$ cat config.mk
export PLATFORM = sky130hd
export DESIGN_NAME = http_chunked_body_decoder_flat
export DESIGN_NICKNAME = d
export VERILOG_FILES = /design/src/rtl/hcbd_pkg.sv /design/src/rtl/hcbd_raw_if.sv /design/src/rtl/hcbd_dec_if.sv /design/src/rtl/hcbd_in_stage.sv /design/src/rtl/hcbd_core.sv /design/src/rtl/http_chunked_body_decoder.sv /design/src/flat_wrapper.sv
export SDC_FILE = /design/constraint.sdc
export NUM_CORES = 1
export LEC_CHECK = 0
export ABC_CLOCK_PERIOD_IN_PS = 5900
export BUFFER_PORTS_ARGS = -buffer_cell sky130_fd_sc_hd__buf_2
export CELL_PAD_IN_SITES_DETAIL_PLACEMENT = 1
export CELL_PAD_IN_SITES_GLOBAL_PLACEMENT = 2
export CORE_MARGIN = 3
export CORE_UTILIZATION = 25
export CTS_BUF_LIST = sky130_fd_sc_hd__clkbuf_4 sky130_fd_sc_hd__clkbuf_8
export DETAILED_ROUTE_END_ITERATION = 10
export GPL_ROUTABILITY_DRIVEN = 0
export PLACE_DENSITY = 0.59
export REMOVE_ABC_BUFFERS = 1
export SYNTH_ARGS = -nofsm -noshare
export SYNTH_HDL_FRONTEND = slang
export SYNTH_SLANG_ARGS = --single-unit
$ cat constraint.sdc
create_clock -name clk -period 5.9 [get_ports clk]
set_clock_uncertainty 0.05 [all_clocks]
set_input_delay 0.885 -clock clk [delete_from_list [all_inputs] [get_ports clk]]
set_output_delay 0.885 -clock clk [all_outputs]
set_load 0.05 [all_outputs]
$ cat src/rtl/hcbd_pkg.sv
package hcbd_pkg;

  // Width of a parsed chunk length; a digit that needs more bits is an error.
  localparam int SIZE_WIDTH = 32;

  localparam int BYTE_W      = 8;
  localparam int LINE_W      = 8;
  localparam int TRAILER_LEN = 2;
  localparam int TRAILER_W   = $clog2(TRAILER_LEN + 1);

  // Bytes, the CR included, that must come before the LF of a line end.
  localparam int MIN_LINE_BYTES = 2;

  localparam logic [BYTE_W-1:0] BYTE_CR = 8'h0d;
  localparam logic [BYTE_W-1:0] BYTE_LF = 8'h0a;

  // Configuration register indexes.
  localparam int CFG_INDEX_W = 1;
  localparam int CFG_DATA_W  = 8;
  localparam logic [CFG_INDEX_W-1:0] CFG_CHUNK_MODE   = 1'd0;
  localparam logic [CFG_INDEX_W-1:0] CFG_MAX_LINE_LEN = 1'd1;

  localparam logic              CHUNK_MODE_RESET   = 1'b1;
  localparam logic [LINE_W-1:0] MAX_LINE_LEN_RESET = 8'd16;

  typedef struct packed {
    logic              chunk_mode;
    logic [LINE_W-1:0] max_line_len;
  } cfg_t;

  typedef struct packed {
    logic [BYTE_W-1:0] in_byte;
    logic              body_start;
  } raw_beat_t;

  // Contents of the input register handed to the decode stage.
  typedef struct packed {
    logic      valid;
    raw_beat_t beat;
  } stage_t;

  typedef struct packed {
    logic [BYTE_W-1:0] data_byte;
    logic              chunk_last;
    logic              zero_chunk;
    logic              parse_error;
  } dec_beat_t;

  typedef struct packed {
    logic       ok;
    logic [3:0] value;
  } hex_digit_t;

  function automatic hex_digit_t hex_digit(input logic [BYTE_W-1:0] b);
    hex_digit_t r;
    r.ok    = 1'b1;
    r.value = 4'd0;
    if (b inside {[8'h30:8'h39]}) begin
      r.value = 4'(b - 8'h30);
    end else if (b inside {[8'h61:8'h66]}) begin
      r.value = 4'(b - 8'h57);
    end else if (b inside {[8'h41:8'h46]}) begin
      r.value = 4'(b - 8'h37);
    end else begin
      r.ok = 1'b0;
    end
    return r;
  endfunction

  // Space, tab, LF, VT, FF and CR.
  function automatic logic is_space(input logic [BYTE_W-1:0] b);
    return (b == 8'h20) || (b inside {[8'h09:8'h0d]});
  endfunction

endpackage

$ cat src/rtl/hcbd_raw_if.sv
interface hcbd_raw_if;
  logic                            valid;
  logic                            ready;
  logic [hcbd_pkg::BYTE_W-1:0]     in_byte;
  logic                            body_start;

  modport source (output valid, output in_byte, output body_start, input ready);
  modport sink   (input valid, input in_byte, input body_start, output ready);
endinterface

$ cat src/rtl/hcbd_dec_if.sv
interface hcbd_dec_if;
  logic                            valid;
  logic                            ready;
  logic [hcbd_pkg::BYTE_W-1:0]     data_byte;
  logic                            chunk_last;
  logic                            zero_chunk;
  logic                            parse_error;

  modport source (output valid, output data_byte, output chunk_last, output zero_chunk,
                  output parse_error, input ready);
  modport sink   (input valid, input data_byte, input chunk_last, input zero_chunk,
                  input parse_error, output ready);
endinterface

$ cat src/rtl/hcbd_in_stage.sv
// Input register: holds one raw beat until the decode stage takes it.
module hcbd_in_stage (
  input  logic                 clk,
  input  logic                 rst,
  hcbd_raw_if.sink             raw,
  input  logic                 take,
  output hcbd_pkg::stage_t     stage
);

  logic                  valid;
  hcbd_pkg::raw_beat_t   beat;

  assign raw.ready = !valid || take;

  always_ff @(posedge clk) begin
    if (rst) begin
      valid <= 1'b0;
    end else if (raw.valid && raw.ready) begin
      valid <= 1'b1;
    end else if (take) begin
      valid <= 1'b0;
    end
  end

  always_ff @(posedge clk) begin
    if (raw.valid && raw.ready) begin
      beat.in_byte    <= raw.in_byte;
      beat.body_start <= raw.body_start;
    end
  end

  assign stage.valid = valid;
  assign stage.beat  = beat;

endmodule

$ cat src/rtl/hcbd_core.sv
// Decode stage: parse state, one byte step and the result register.
module hcbd_core (
  input  logic                 clk,
  input  logic                 rst,
  input  hcbd_pkg::stage_t     stage,
  input  hcbd_pkg::cfg_t       cfg,
  output logic                 take,
  hcbd_dec_if.source           dec
);

  localparam int SW = hcbd_pkg::SIZE_WIDTH;

  typedef enum logic {PH_SIZE, PH_DATA} phase_t;

  phase_t                            phase, phase_next, cur_phase;
  logic [SW-1:0]                     hex_value, hex_value_next, cur_hex;
  logic                              digits_seen, digits_seen_next, cur_seen;
  logic                              digits_stopped, digits_stopped_next, cur_stop;
  logic [hcbd_pkg::LINE_W-1:0]       line_count, line_count_next, cur_count;
  logic                              prev_was_cr, prev_was_cr_next, cur_cr;
  logic [SW-1:0]                     payload_left, payload_left_next, cur_payload;
  logic [hcbd_pkg::TRAILER_W-1:0]    trailer_left, trailer_left_next, cur_trailer;
  logic                              error_held, error_held_next, cur_error;

  logic                              out_valid;
  hcbd_pkg::dec_beat_t               out_beat;
  logic                              emit;
  hcbd_pkg::dec_beat_t               res;

  logic [hcbd_pkg::BYTE_W-1:0]       b;
  logic [hcbd_pkg::LINE_W:0]         count;
  hcbd_pkg::hex_digit_t              hd;
  logic                              overflow;

  assign take = stage.valid && (!out_valid || dec.ready);
  assign b    = stage.beat.in_byte;
  assign hd   = hcbd_pkg::hex_digit(b);

  // A body start clears everything, including a held error, before the byte.
  always_comb begin
    if (stage.beat.body_start) begin
      cur_phase   = PH_SIZE;
      cur_hex     = '0;
      cur_seen    = 1'b0;
      cur_stop    = 1'b0;
      cur_count   = '0;
      cur_cr      = 1'b0;
      cur_payload = '0;
      cur_trailer = '0;
      cur_error   = 1'b0;
    end else begin
      cur_phase   = phase;
      cur_hex     = hex_value;
      cur_seen    = digits_seen;
      cur_stop    = digits_stopped;
      cur_count   = line_count;
      cur_cr      = prev_was_cr;
      cur_payload = payload_left;
      cur_trailer = trailer_left;
      cur_error   = error_held;
    end
  end

  assign count = {1'b0, cur_count} + (hcbd_pkg::LINE_W + 1)'(1);

  always_comb begin
    phase_next          = cur_phase;
    hex_value_next      = cur_hex;
    digits_seen_next    = cur_seen;
    digits_stopped_next = cur_stop;
    line_count_next     = cur_count;
    prev_was_cr_next    = cur_cr;
    payload_left_next   = cur_payload;
    trailer_left_next   = cur_trailer;
    error_held_next     = cur_error;
    emit                = 1'b0;
    res                 = '0;
    overflow            = 1'b0;

    if (cfg.chunk_mode && !cur_error) begin
      if (cur_phase == PH_DATA) begin
        if (cur_payload != '0) begin
          emit              = 1'b1;
          res.data_byte     = b;
          res.chunk_last    = (cur_payload == SW'(1));
          payload_left_next = cur_payload - SW'(1);
        end else begin
          // Trailer bytes are dropped unchecked.
          trailer_left_next = cur_trailer - hcbd_pkg::TRAILER_W'(1);
          if (cur_trailer == hcbd_pkg::TRAILER_W'(1)) begin
            phase_next = PH_SIZE;
          end
        end
      end else if (b == hcbd_pkg::BYTE_LF && cur_cr &&
                   cur_count >= hcbd_pkg::LINE_W'(hcbd_pkg::MIN_LINE_BYTES)) begin
        payload_left_next   = cur_hex;
        trailer_left_next   = hcbd_pkg::TRAILER_W'(hcbd_pkg::TRAILER_LEN);
        phase_next          = PH_DATA;
        hex_value_next      = '0;
        digits_seen_next    = 1'b0;
        digits_stopped_next = 1'b0;
        line_count_next     = '0;
        prev_was_cr_next    = 1'b0;
        if (cur_hex == '0) begin
          emit           = 1'b1;
          res.zero_chunk = 1'b1;
        end
      end else begin
        if (!cur_stop) begin
          if (hd.ok) begin
            if (cur_hex[SW-1:SW-4] != 4'd0) begin
              overflow = 1'b1;
            end else begin
              hex_value_next   = {cur_hex[SW-5:0], hd.value};
              digits_seen_next = 1'b1;
            end
          end else if (cur_seen || !hcbd_pkg::is_space(b)) begin
            digits_stopped_next = 1'b1;
          end
        end
        if (overflow) begin
          error_held_next = 1'b1;
          emit            = 1'b1;
          res.parse_error = 1'b1;
        end else begin
          prev_was_cr_next = (b == hcbd_pkg::BYTE_CR);
          if (count >= {1'b0, cfg.max_line_len}) begin
            error_held_next = 1'b1;
            emit            = 1'b1;
            res.parse_error = 1'b1;
          end else begin
            line_count_next = count[hcbd_pkg::LINE_W-1:0];
          end
        end
      end
    end
  end

  always_ff @(posedge clk) begin
    if (rst) begin
      phase          <= PH_SIZE;
      hex_value      <= '0;
      digits_seen    <= 1'b0;
      digits_stopped <= 1'b0;
      line_count     <= '0;
      prev_was_cr    <= 1'b0;
      payload_left   <= '0;
      trailer_left   <= '0;
      error_held     <= 1'b0;
      out_valid      <= 1'b0;
    end else begin
      if (take) begin
        phase          <= phase_next;
        hex_value      <= hex_value_next;
        digits_seen    <= digits_seen_next;
        digits_stopped <= digits_stopped_next;
        line_count     <= line_count_next;
        prev_was_cr    <= prev_was_cr_next;
        payload_left   <= payload_left_next;
        trailer_left   <= trailer_left_next;
        error_held     <= error_held_next;
      end
      if (take && emit) begin
        out_valid <= 1'b1;
      end else if (dec.ready) begin
        out_valid <= 1'b0;
      end
    end
  end

  always_ff @(posedge clk) begin
    if (take && emit) begin
      out_beat <= res;
    end
  end

  assign dec.valid       = out_valid;
  assign dec.data_byte   = out_beat.data_byte;
  assign dec.chunk_last  = out_beat.chunk_last;
  assign dec.zero_chunk  = out_beat.zero_chunk;
  assign dec.parse_error = out_beat.parse_error;

endmodule

$ cat src/rtl/http_chunked_body_decoder.sv
// Chunked body decoder. Raw body bytes enter on the raw channel, one byte per
// beat, and decoded beats leave on the dec channel: payload bytes with the last
// byte of each chunk marked, a single beat for a zero-length chunk, and a single
// error beat when a size line runs past max_line_len or its hex length does not
// fit in SIZE_WIDTH bits. After an error every byte is dropped until a beat with
// body_start set. The block takes one byte every cycle as long as the dec side
// keeps up. An accepted byte waits in the input register until the decode stage
// takes it, then updates the parse state and, if the byte yields a beat, loads
// the result register in the same step. The output register holds a waiting
// result while the next byte is already taken into the input register.
module http_chunked_body_decoder (
  input  logic                                 clk,
  input  logic                                 rst,
  input  logic                                 cfg_wr_en,
  input  logic [hcbd_pkg::CFG_INDEX_W-1:0]     cfg_index,
  input  logic [hcbd_pkg::CFG_DATA_W-1:0]      cfg_wdata,
  hcbd_raw_if.sink                             raw,
  hcbd_dec_if.source                           dec
);

  hcbd_pkg::cfg_t    cfg;
  hcbd_pkg::stage_t  stage;
  logic              take;

  // Configuration registers. They are to be written only while the block is idle; the block does not enforce this.
  always_ff @(posedge clk) begin
    if (rst) begin
      cfg.chunk_mode   <= hcbd_pkg::CHUNK_MODE_RESET;
      cfg.max_line_len <= hcbd_pkg::MAX_LINE_LEN_RESET;
    end else if (cfg_wr_en) begin
      case (cfg_index)
        hcbd_pkg::CFG_CHUNK_MODE:   cfg.chunk_mode   <= cfg_wdata[0];
        hcbd_pkg::CFG_MAX_LINE_LEN: cfg.max_line_len <= cfg_wdata[hcbd_pkg::LINE_W-1:0];
        default: begin
        end
      endcase
    end
  end

  // The input register frees itself whenever the decode stage takes its beat.
  hcbd_in_stage u_in_stage (
    .clk   (clk),
    .rst   (rst),
    .raw   (raw),
    .take  (take),
    .stage (stage)
  );

  // The decode stage holds all parse state and the result register. It takes
  // a beat whenever the result register is empty or is being drained.
  hcbd_core u_core (
    .clk   (clk),
    .rst   (rst),
    .stage (stage),
    .cfg   (cfg),
    .take  (take),
    .dec   (dec)
  );

endmodule

$ cat src/flat_wrapper.sv
// flat-port wrapper written by rule: the top's interface ports become plain ports
module http_chunked_body_decoder_flat 
  (clk, rst, cfg_wr_en, cfg_index, cfg_wdata, raw_valid, raw_in_byte, raw_body_start, raw_ready, dec_valid, dec_data_byte, dec_chunk_last, dec_zero_chunk, dec_parse_error, dec_ready);
  hcbd_raw_if raw_i ();
  hcbd_dec_if dec_i ();
  input  logic clk;
  input  logic rst;
  input  logic cfg_wr_en;
  input  logic [hcbd_pkg::CFG_INDEX_W-1:0] cfg_index;
  input  logic [hcbd_pkg::CFG_DATA_W-1:0] cfg_wdata;
  input wire logic [$bits(raw_i.valid)-1:0] raw_valid;
  input wire logic [$bits(raw_i.in_byte)-1:0] raw_in_byte;
  input wire logic [$bits(raw_i.body_start)-1:0] raw_body_start;
  output wire logic [$bits(raw_i.ready)-1:0] raw_ready;
  output wire logic [$bits(dec_i.valid)-1:0] dec_valid;
  output wire logic [$bits(dec_i.data_byte)-1:0] dec_data_byte;
  output wire logic [$bits(dec_i.chunk_last)-1:0] dec_chunk_last;
  output wire logic [$bits(dec_i.zero_chunk)-1:0] dec_zero_chunk;
  output wire logic [$bits(dec_i.parse_error)-1:0] dec_parse_error;
  input wire logic [$bits(dec_i.ready)-1:0] dec_ready;
  assign raw_i.valid = raw_valid;
  assign raw_i.in_byte = raw_in_byte;
  assign raw_i.body_start = raw_body_start;
  assign raw_ready = raw_i.ready;
  assign dec_valid = dec_i.valid;
  assign dec_data_byte = dec_i.data_byte;
  assign dec_chunk_last = dec_i.chunk_last;
  assign dec_zero_chunk = dec_i.zero_chunk;
  assign dec_parse_error = dec_i.parse_error;
  assign dec_i.ready = dec_ready;
  http_chunked_body_decoder u_core (.clk(clk), .rst(rst), .cfg_wr_en(cfg_wr_en), .cfg_index(cfg_index), .cfg_wdata(cfg_wdata), .raw(raw_i), .dec(dec_i));
endmodule
== Word-level counts from Yosys, hierarchy flattened ==
Cells that the tools add are included.

* Flip-flop bits (word level): 110
* Output and inout bits: 13

* $add $sub $neg: 6
* Order comparisons: 10
* Equal/unequal tests: 5
* Muxes and demuxes: 77
* Bitwise gates (word level): 3
* Reductions and logical operators: 28

{| class="wikitable"
|+ Operators with widths
! cell !! number
|-
| 32-bit two-way mux || 12
|-
| 1-bit two-way mux || 51
|-
| 8-bit two-way mux || 6
|-
| 32-bit by 1-bit == test with 1-bit output, second input constant || 1
|-
| 32-bit zero test || 1
|-
| 32-bit nonzero test || 1
|-
| 32-bit by 1-bit subtractor with 32-bit output, second input constant || 1
|-
| 8-bit by 4-bit == test with 1-bit output, second input constant || 2
|-
| 8-bit by 7-bit >= comparator with 1-bit output, second input constant || 2
|-
| 8-bit by 7-bit less-or-equal comparator with 1-bit output, second input constant || 2
|-
| 4-bit two-way mux || 3
|-
| 1-bit logical AND || 10
|-
| 2-bit two-way mux || 5
|-
| 8-bit by 1-bit adder with 9-bit output, second input constant || 1
|-
| 9-bit by 8-bit >= comparator with 1-bit output || 1
|-
| 8-bit by 6-bit == test with 1-bit output, second input constant || 1
|-
| 8-bit by 2-bit >= comparator with 1-bit output, second input constant || 1
|-
| 8-bit by 4-bit >= comparator with 1-bit output, second input constant || 1
|-
| 8-bit by 6-bit >= comparator with 1-bit output, second input constant || 1
|-
| 8-bit by 4-bit less-or-equal comparator with 1-bit output, second input constant || 1
|-
| 8-bit by 6-bit less-or-equal comparator with 1-bit output, second input constant || 1
|-
| 4-bit by 3-bit subtractor with 4-bit output, second input constant || 2
|-
| 3-bit OR reduction || 2
|-
| 1-bit zero test || 4
|-
| 9 further kinds || 16
|}

== Longest topological paths before layout ==
Gate-level depths: netlist (run 1).

* Depth after elaboration: 16
* Mapped depth: 19
* Mapped depth without buffers: 13

== By module ==
Synthesis (run 1) repeated with hierarchy kept, for this count alone.

* Cell total of the unflattened synthesis: 752
* Area total of the unflattened synthesis: 6550.0 µm²

{| class="wikitable"
|+ Modules (own cells, without submodules)
! module !! times used !! cells each !! area each (µm²)
|-
| hcbd_core || 1 || 695 || 5805.6
|-
| http_chunked_body_decoder || 1 || 42 || 411.6
|-
| hcbd_in_stage || 1 || 15 || 332.8
|}

== Worst setup path after synthesis (run 1) ==
OpenSTA, ideal clock, no wires.

* Path type: reg-to-reg
* From: register u_core.u_in_stage.beat, in the netlist u_core.u_in_stage.stage[0]
* To: register u_core.u_core.out_beat, in the netlist u_core.u_core.dec.chunk_last, enable pin
* Data arrival time: 4058 ps
* Data required time: 5472 ps
* Setup slack: 1413 ps
* Stages on the path, launching flop included: 18
* Period minus slack after synthesis: 4487 ps
* Cells stage by stage: edfxtp_1 > clkbuf_1 > clkbuf_1 > clkbuf_1 > buf_2 > buf_2 > nor2b_1 > ha_1 > nand3_1 > and4bb_2 > xor2_1 > ha_1 > o22a_1 > nand4_1 > o211a_1 > nand2_1 > a221oi_1 > nor2_1

* Cells in the longest elaborated chain, start to end: 13
* Elaborated cells between the ends (all ways): 31
* Those cells by class: 1 x add/sub; 2 x order compare; 20 x mux; 8 x reduce/logical

{| class="wikitable"
|+ Ends and longest elaborated chain
! what !! RTL line !! source
|-
| start: declaration || hcbd_in_stage.sv:11 || <nowiki>hcbd_pkg::raw_beat_t beat;</nowiki>
|-
| parallel branches: the longest is 11 deep, another holds 8-bit by 1-bit adder with 9-bit output || n/a ||
|-
| 1-bit two-way mux (*) || hcbd_core.sv:80 || <nowiki>if (cfg.chunk_mode && !cur_error) begin</nowiki>
|-
| 1-bit logical AND (*) || hcbd_core.sv:172 || <nowiki>if (take && emit) begin</nowiki>
|-
| end signal: assignment || hcbd_core.sv:173 || <nowiki>out_beat <= res;</nowiki>
|-
| end: declaration || hcbd_core.sv:26 || <nowiki>hcbd_pkg::dec_beat_t out_beat;</nowiki>
|}

Mark *: on every way between the ends. The select of a mux whose other input is x is not followed.
A chain may end at the register's enable or synchronous reset.

== Worst setup path after layout (run 1) ==
* From: register u_core.u_in_stage.beat, in the netlist u_core.u_in_stage.stage[0]
* To: register u_core.u_core.out_beat, in the netlist u_core.u_core.dec.data_byte[0], enable pin

The elaborated chain is that of the path after synthesis.

==> results by group, run 1 <==
Flow run
  – Max-cap viol count: 0

Clock network
  – CTS tree: done
  – Total CTS buffers: 9
  – Hold Buf Count CTS: 0
  – Resize count post-CTS: 0
  – Clock-pin slew on the worst setup and hold paths: 0.13 ns
  – CTS Sinks: 110
  – Setup bufs post-CTS: 0
  – Clk Tree Root Cell: clkbuf_8
  – H-Tree Depth: 3
  – Deepest clock path buffer count: 2
  – Later-pin clock latency in the skew report: 0.42 ns

Final layout
  – Fraction of layout cells with a size suffix above 1: 10.9%
  – Area growth syn-to-layout: 10.3%
  – Final Util: 28.3%
  – Antenna diode count: 0
  – Nets: 859
  – Fill count: 3,015

Logic synthesis
  – Sequential share of the synthesized area: 36.7%
  – Mapped Area: 0.00654 sq mm
  – Ys flop type: dfxtp_1
  – Yosys warns: 0
  – Netlist cell types: 79
  – Cells after Synth: 807
  – Synthesis-stage register bit count: 110
  – FFs w/ async S/R, synth: 0%
  – Mean post-synth cell area: a little over 8 sq um
  – Post-synth EDFFs: 20

STA
  – Count of final setup violators: 0
  – Fin Setup TNS: 0 ns
  – Worst-Margin Slew: roughly 1.1 ns
  – Fin. Hold Viols: 0
  – Max-slew violation count: 0
  – Post-route setup slack: between 1.5 and 2 ns
  – Fin crit period: between 4 and 5 ns
  – Max Fclk: 0.229 GHz
  – RSZ-0062 raised after global routing: false
  – Slew HR: 26.2%
  – Period utilisation layout: 74.2%

Setup path
  – Crit path DAT: 4.38 ns
  – Crit path capture type: flop
  – Critical path fanouts, max: 21
  – RR Startpoint: u_core.u_in_stage.stage[0]
  – Crit start category: flop
  – Critical Path Source: u_core.u_in_stage.stage[0]
  – Critical setup path kind: reg -> reg
  – Worst EP required: 5.91 ns

Floorplanning
  – I/O pins: 36
  – Die H: roughly 170 microns
  – Core Region: 0.0255 sq mm
  – Site row count: 58
  – Die width: 168 microns
  – Initial Utilization: 25.7%
  – Die area: 0.0282 sq mm

Global routing
  – Pin count of the biggest net entering global routing: 44
  – Grt ovf: 0
  – Vias in the first global route: 6,790
  – Initial antenna violation count: 0
  – Global-route wire length before repair: 41.6 mm
  – Total global-route track usage: between 10% and 20%

Route
  – Drt wl/cell: 23.3 microns
  – Vias: ~6,600
  – Final wirelength: 26.9 mm
  – Drt pass-1 iters: 6
  – Detailed-route DRC error count: 0
  – Vias per inst: ~5.7
  – Detail Route Antenna Nets: 0
  – Initial DRC count: about 420

Min path
  – Hold/Removal Path Class: reg -> reg
  – Hold wc startpoint: u_core.cfg[1]

Power
  – VDD IR max: 0.117 mV
  – Sw frac: approximately a third
  – Psw: approximately 490 uW
  – Share of power burned in the clock network: 33.2%
  – Logic gate share of total power: 14.0%
  – Seq pwr share: between 50% and 60%
  – Leakage: 0.00264 uW
  – Internal power: ~1000 uW
  – P per Cell Area: 208 mW/mm^2

Placed design
  – Port Buffers: 35
  – Setup slack at placement: 1.51 ns
  – HPWL Detailed: 19.0 mm

Status
  – Status: complete, no violations
==> critical path, cell delays in order (launching register included) <==
cell and delay (ns):
edfxtp_1 0.71, nor2b_1 0.37, ha_1 0.29, nand3_1 0.15
and4bb_2 0.40, xor2_1 0.08, ha_1 0.30, o22a_1 0.14
nand4_1 0.09, o211a_1 0.33, nand2_1 0.19, a221oi_1 0.13
nor2_1 0.76
==> cells in the final DEF, fill, tap and decap left out, types with 16 or more instances in the layout <==
master / netlist / final
buf_4: 2 / 16
nor4_1: 19 / 19
a21oi_1: 71 / 71
dfxtp_1: 90 / 90
nand3_1: 30 / 30
o21ai_0: 44 / 44
nor3_1: 26 / 25
edfxtp_1: 20 / 20
nand2_1: 72 / 72
inv_1: 17 / 17
nor2_1: 106 / 106
buf_2: 9 / 35
ha_1: 17 / 17
a22oi_1: 25 / 25
==> final timing paths <==
| path | end | slack (ns) | cells past startpoint |
|---|---|---|---|
| worst max-delay path | u_core.u_core.dec.data_byte[0] | 1.52 | 12 |
| worst min-delay path | u_core.cfg[1] | 0.42 | 2 |
| worst max register to register | u_core.u_core.dec.data_byte[0] | 1.52 | 12 |
| worst min register to register | u_core.cfg[1] | 0.42 | 2 |
==> metrics by stage <==
stage	hold WS, ns	power, uW	cells	cell area [sq um]
after floorplan	0.380	928	757	6300
after global placement	0.393	1010	1138	7010
after detailed placement	0.412	1020	1138	7010
after CTS	0.430	1520	1154	7220
after global routing	0.450	1570	1154	7220
final	0.422	1500	1154	7220
==> area by class of cell <==
type	count	area, sq um	share of cell area [%]
inverters	17	63.8	0.884
clock inverters	7	82.6	1.14
clock buffers	9	124	1.72
flip-flops and latches	110	2400	33.3
well taps	330	413	5.72
multi-input cells	630	3840	53.2
repair buffers	51	295	4.09
==> power by group through the flow <==
stage / logic, uW / registers, uW / clock network [uW]
2_1_floorplan: 120 / 808 / 0
3_3_place_gp: 205 / 810 / 0
3_5_place_dp: 208 / 811 / 0
4_1_cts: 209 / 794 / 515
5_1_grt: 230 / 797 / 541
6_report: 210 / 794 / 498
==> Yosys cell counts, types with 7 or more instances <==
| cell | number | area (sq um) |
|---|---|---|
| edfxtp_1 | 20 | 601 |
| buf_2 | 9 | 45.0 |
| and3_1 | 11 | 68.8 |
| clkbuf_1 | 32 | 120 |
| mux2i_1 | 8 | 80.1 |
| nor2_1 | 106 | 398 |
| a21oi_1 | 71 | 355 |
| o21ai_0 | 44 | 220 |
| ha_1 | 17 | 213 |
| nor2b_1 | 15 | 93.8 |
| dfxtp_1 | 90 | 1800 |
| a211oi_1 | 7 | 52.6 |
| a22oi_1 | 25 | 188 |
| nand3_1 | 30 | 150 |
| inv_1 | 17 | 63.8 |
| nor3_1 | 26 | 130 |
| nand2_1 | 72 | 270 |
| a31oi_1 | 14 | 87.6 |
| and2_1 | 8 | 50.1 |
| nor4_1 | 19 | 119 |
| xnor2_1 | 7 | 61.3 |
==> cell families (layout without fill, tap and decap cells) <==
family,Yosys count,in the layout,share of synthesized area [%]
AND/OR/NAND/NOR,332,332,25.0
buffers and inverters,67,84,4.72
XOR/XNOR,12,12,1.61
multiplexers,12,12,1.91
flip-flops,110,110,36.7
adder cells (fa/ha/maj),17,17,3.25
AO/OA/AOI/OAI,257,257,26.8
==> sequential cells by signal, indices dropped and copies added (netlist names) <==
name / cells
u_core.u_core.dec.parse_error: 1
u_core.u_core.dec.valid: 1
u_core.u_core.phase: 1
u_core.u_in_stage.stage: 9
u_core.u_core.line_count: 8
u_core.u_core.hex_value: 32
u_core.u_core.payload_left: 32
u_core.u_core.error_held: 1
u_core.u_core.prev_was_cr: 1
u_core.u_core.dec.data_byte: 8
u_core.cfg: 9
u_core.u_core.trailer_left: 2
u_core.u_core.dec.chunk_last: 1
u_core.u_core.digits_seen: 1
u_core.u_in_stage.valid: 1
u_core.u_core.digits_stopped: 1
u_core.u_core.dec.zero_chunk: 1
==> metal layers <==
layer / global-route usage (%) / share of wire (%) / vias up / wire, microns
li1: - / - / 3052 / -
met1: 27.0 / 48 / 3369 / 13000
met2: 29.8 / 46 / 137 / 12400
met3: 2.84 / 3.9 / 21 / 1040
met4: 4.52 / 1.5 / 0 / 393
met5: 0 / 0 / - / 0
(Power assumes the default switching activity.)
==> run 2: changes to the inputs <==
--- a/config.mk
+++ b/config.mk
@@ -5,7 +5,7 @@
 export SDC_FILE = /design/constraint.sdc
 export NUM_CORES = 1
 export LEC_CHECK = 0
-export ABC_CLOCK_PERIOD_IN_PS = 5900
+export ABC_CLOCK_PERIOD_IN_PS = 4400
 export BUFFER_PORTS_ARGS = -buffer_cell sky130_fd_sc_hd__buf_2
 export CELL_PAD_IN_SITES_DETAIL_PLACEMENT = 1
 export CELL_PAD_IN_SITES_GLOBAL_PLACEMENT = 2
==> constraint.sdc (replaced) <==
create_clock -name clk -period 4.4 [get_ports clk]
set_clock_uncertainty 0.05 [all_clocks]
set_input_delay 0.66 -clock clk [delete_from_list [all_inputs] [get_ports clk]]
set_output_delay 0.66 -clock clk [all_outputs]
set_load 0.05 [all_outputs]
==> results by group, run 2 (synthesized netlist as in run 1, its figures left out) <==
Clock network
  – CTS Sinks: 110
  – Later-pin clock latency in the skew report: 0.41 ns
  – Setup bufs post-CTS: 0
  – Deepest clock path buffer count: 2
  – Total CTS buffers: 9
  – Hold Buf Count CTS: 0
  – Clk Tree Root Cell: clkbuf_8
  – CTS tree: done
  – Resize count post-CTS: 0
  – H-Tree Depth: 3
  – Clock-pin slew on the worst setup and hold paths: 0.14 ns

Setup path
  – RR Startpoint: u_core.u_in_stage.stage[0]
  – Cells on worst reg2reg path: 12
  – Critical path fanouts, max: 11
  – Worst R2R Setup Slack: 0.38 ns
  – Crit start category: flop
  – Critical setup path kind: reg -> reg
  – Worst EP required: 4.41 ns
  – Crit path capture type: flop
  – Critical Path Source: u_core.u_in_stage.stage[0]
  – Critical Path End: u_core.u_core.dec.data_byte[0]
  – Worst R2R End: u_core.u_core.dec.data_byte[0]
  – Crit path DAT: 4.03 ns

Power
  – Psw: approximately 670 uW
  – Internal power: 1360 uW
  – Logic gate share of total power: 14.5%
  – Share of power burned in the clock network: 33.2%
  – VDD IR max: 0.129 mV
  – Leakage: 0.00271 uW
  – P per Cell Area: 278 mW/mm^2
  – Seq pwr share: 52.3%
  – Sw frac: around a third

Floorplanning
  – Core Region: ~0.025 sq mm
  – I/O pins: 36
  – Die H: ~170 microns
  – Site row count: slightly below 60
  – Die width: 168 microns
  – Die area: 0.0282 sq mm
  – Initial Utilization: between 20% and 30%

STA
  – Fin Setup TNS: 0 ns
  – RSZ-0062 raised after global routing: false
  – Period utilisation layout: 91.3%
  – Count of final setup violators: 0
  – Fin. Hold Viols: 0
  – Worst-Margin Slew: 1.01 ns
  – Max-slew violation count: 0
  – Max Fclk: 0.249 GHz
  – Slew HR: 32.4%
  – Fin crit period: 4.02 ns

Route
  – Drt wl/cell: ~23 microns
  – Detail Route Antenna Nets: 0
  – Detailed-route DRC error count: 0
  – Initial DRC count: 470
  – Vias per inst: ~5.7
  – Final wirelength: 27.1 mm
  – Drt pass-1 iters: 5
  – Vias: 6,636

Placed design
  – Placed cell area: between 0.007 and 0.008 sq mm
  – HPWL Detailed: 19.6 mm
  – Post-Place Cells: 1,151
  – Port Buffers: 35

Status
  – Status: complete, no violations

Global routing
  – Grt met2 use: 30.5%
  – Total global-route track usage: 19.0%
  – Grt ovf: 0
  – GR met3 Demand/Resource: under 10%
  – Global-route wire length before repair: 41.7 mm
  – Vias in the first global route: 6,807
  – Global Route met1 Usage: 26.5%
  – Grt peak-use layer: met2
  – Initial antenna violation count: 0
  – Pin count of the biggest net entering global routing: 49

Final layout
  – Antenna diode count: 0
  – Commonest non-fill, non-tap cells in the layout: nor2_1, dfxtp_1, nand2_1
  – Final non-filler cell total: 1,167
  – Top Registers: u_core.u_core.hex_value (32), u_core.u_core.payload_left (32)
  – Nets: 872
  – Fraction of layout cells with a size suffix above 1: 12.3%
  – Most common cell after layout, fill and taps aside: nor2_1
  – Area growth syn-to-layout: 11.8%
  – Post-layout instance area: 0.00732 sq mm

Min path
  – Hold/Removal Path Class: in -> reg

Flow run
  – Max-cap viol count: 0
[run 2: cell types whose count changed in the layout (fill, tap and decap cells not counted), sizes merged]
cell / change
clkinv: -2
buf: +13
inv: +2
[run 2: layout make-up]
cell class / count / area [sq um]
multi-input cells: 630 / 3840
flip-flops and latches: 110 / 2400
fillers: 3048 / 18200
clock inverters: 7 / 83.8
inverters: 17 / 63.8
clock buffers: 9 / 124
well taps: 330 / 413
repair buffers: 64 / 393
[run 2: layer usage]
metal	share of wire, %	wire, microns
met5	0	0
met4	2.6	696
met3	3.8	1020
met2	46	12500
met1	48	12900
[run 2: power by group through the flow]
stage	combinational, uW	sequential (uW)	clock, uW
floorplan	161	1080	0
global placement	289	1080	0
detailed placement	292	1090	0
CTS	294	1060	698
global route	319	1070	733
finish	295	1060	674
[run 2: worst min path at each step]
stage                         from                          to  slack [ns]  depth (start not counted)
floorplan            u_core.cfg[1]               u_core.cfg[1]        0.38                          2
global placement     u_core.cfg[3]               u_core.cfg[3]        0.40                          2
detailed placement   u_core.cfg[6]               u_core.cfg[6]        0.41                          2
CTS                 raw_in_byte[4]  u_core.u_in_stage.stage[5]        0.34                          1
global route        raw_in_byte[4]  u_core.u_in_stage.stage[5]        0.33                          1
finish              raw_in_byte[4]  u_core.u_in_stage.stage[5]        0.36                          1
[run 2: per-stage QoR]
stage | utilization (%) | hold slack, ns | worst slack [ns] | total power [uW]
after floorplan | - | 0.380 | 0.173 | 1240
after global placement | 27.9 | 0.395 | 0.564 | 1370
after detailed placement | 27.9 | 0.406 | 0.381 | 1380
after CTS | 28.7 | 0.339 | 0.362 | 2050
after global routing | 28.7 | 0.327 | 0.104 | 2120
final | 28.7 | 0.358 | 0.382 | 2030
[run 2: critical path, stage by stage (launching register included)]
cell	delay, ns
edfxtp_1	0.50
nor2b_1	0.27
ha_1	0.29
nand3_1	0.16
and4bb_2	0.40
xor2_1	0.08
ha_1	0.31
o22a_1	0.14
nand4_1	0.11
o211a_1	0.33
nand2_1	0.16
a221oi_1	0.12
nor2_1	0.73
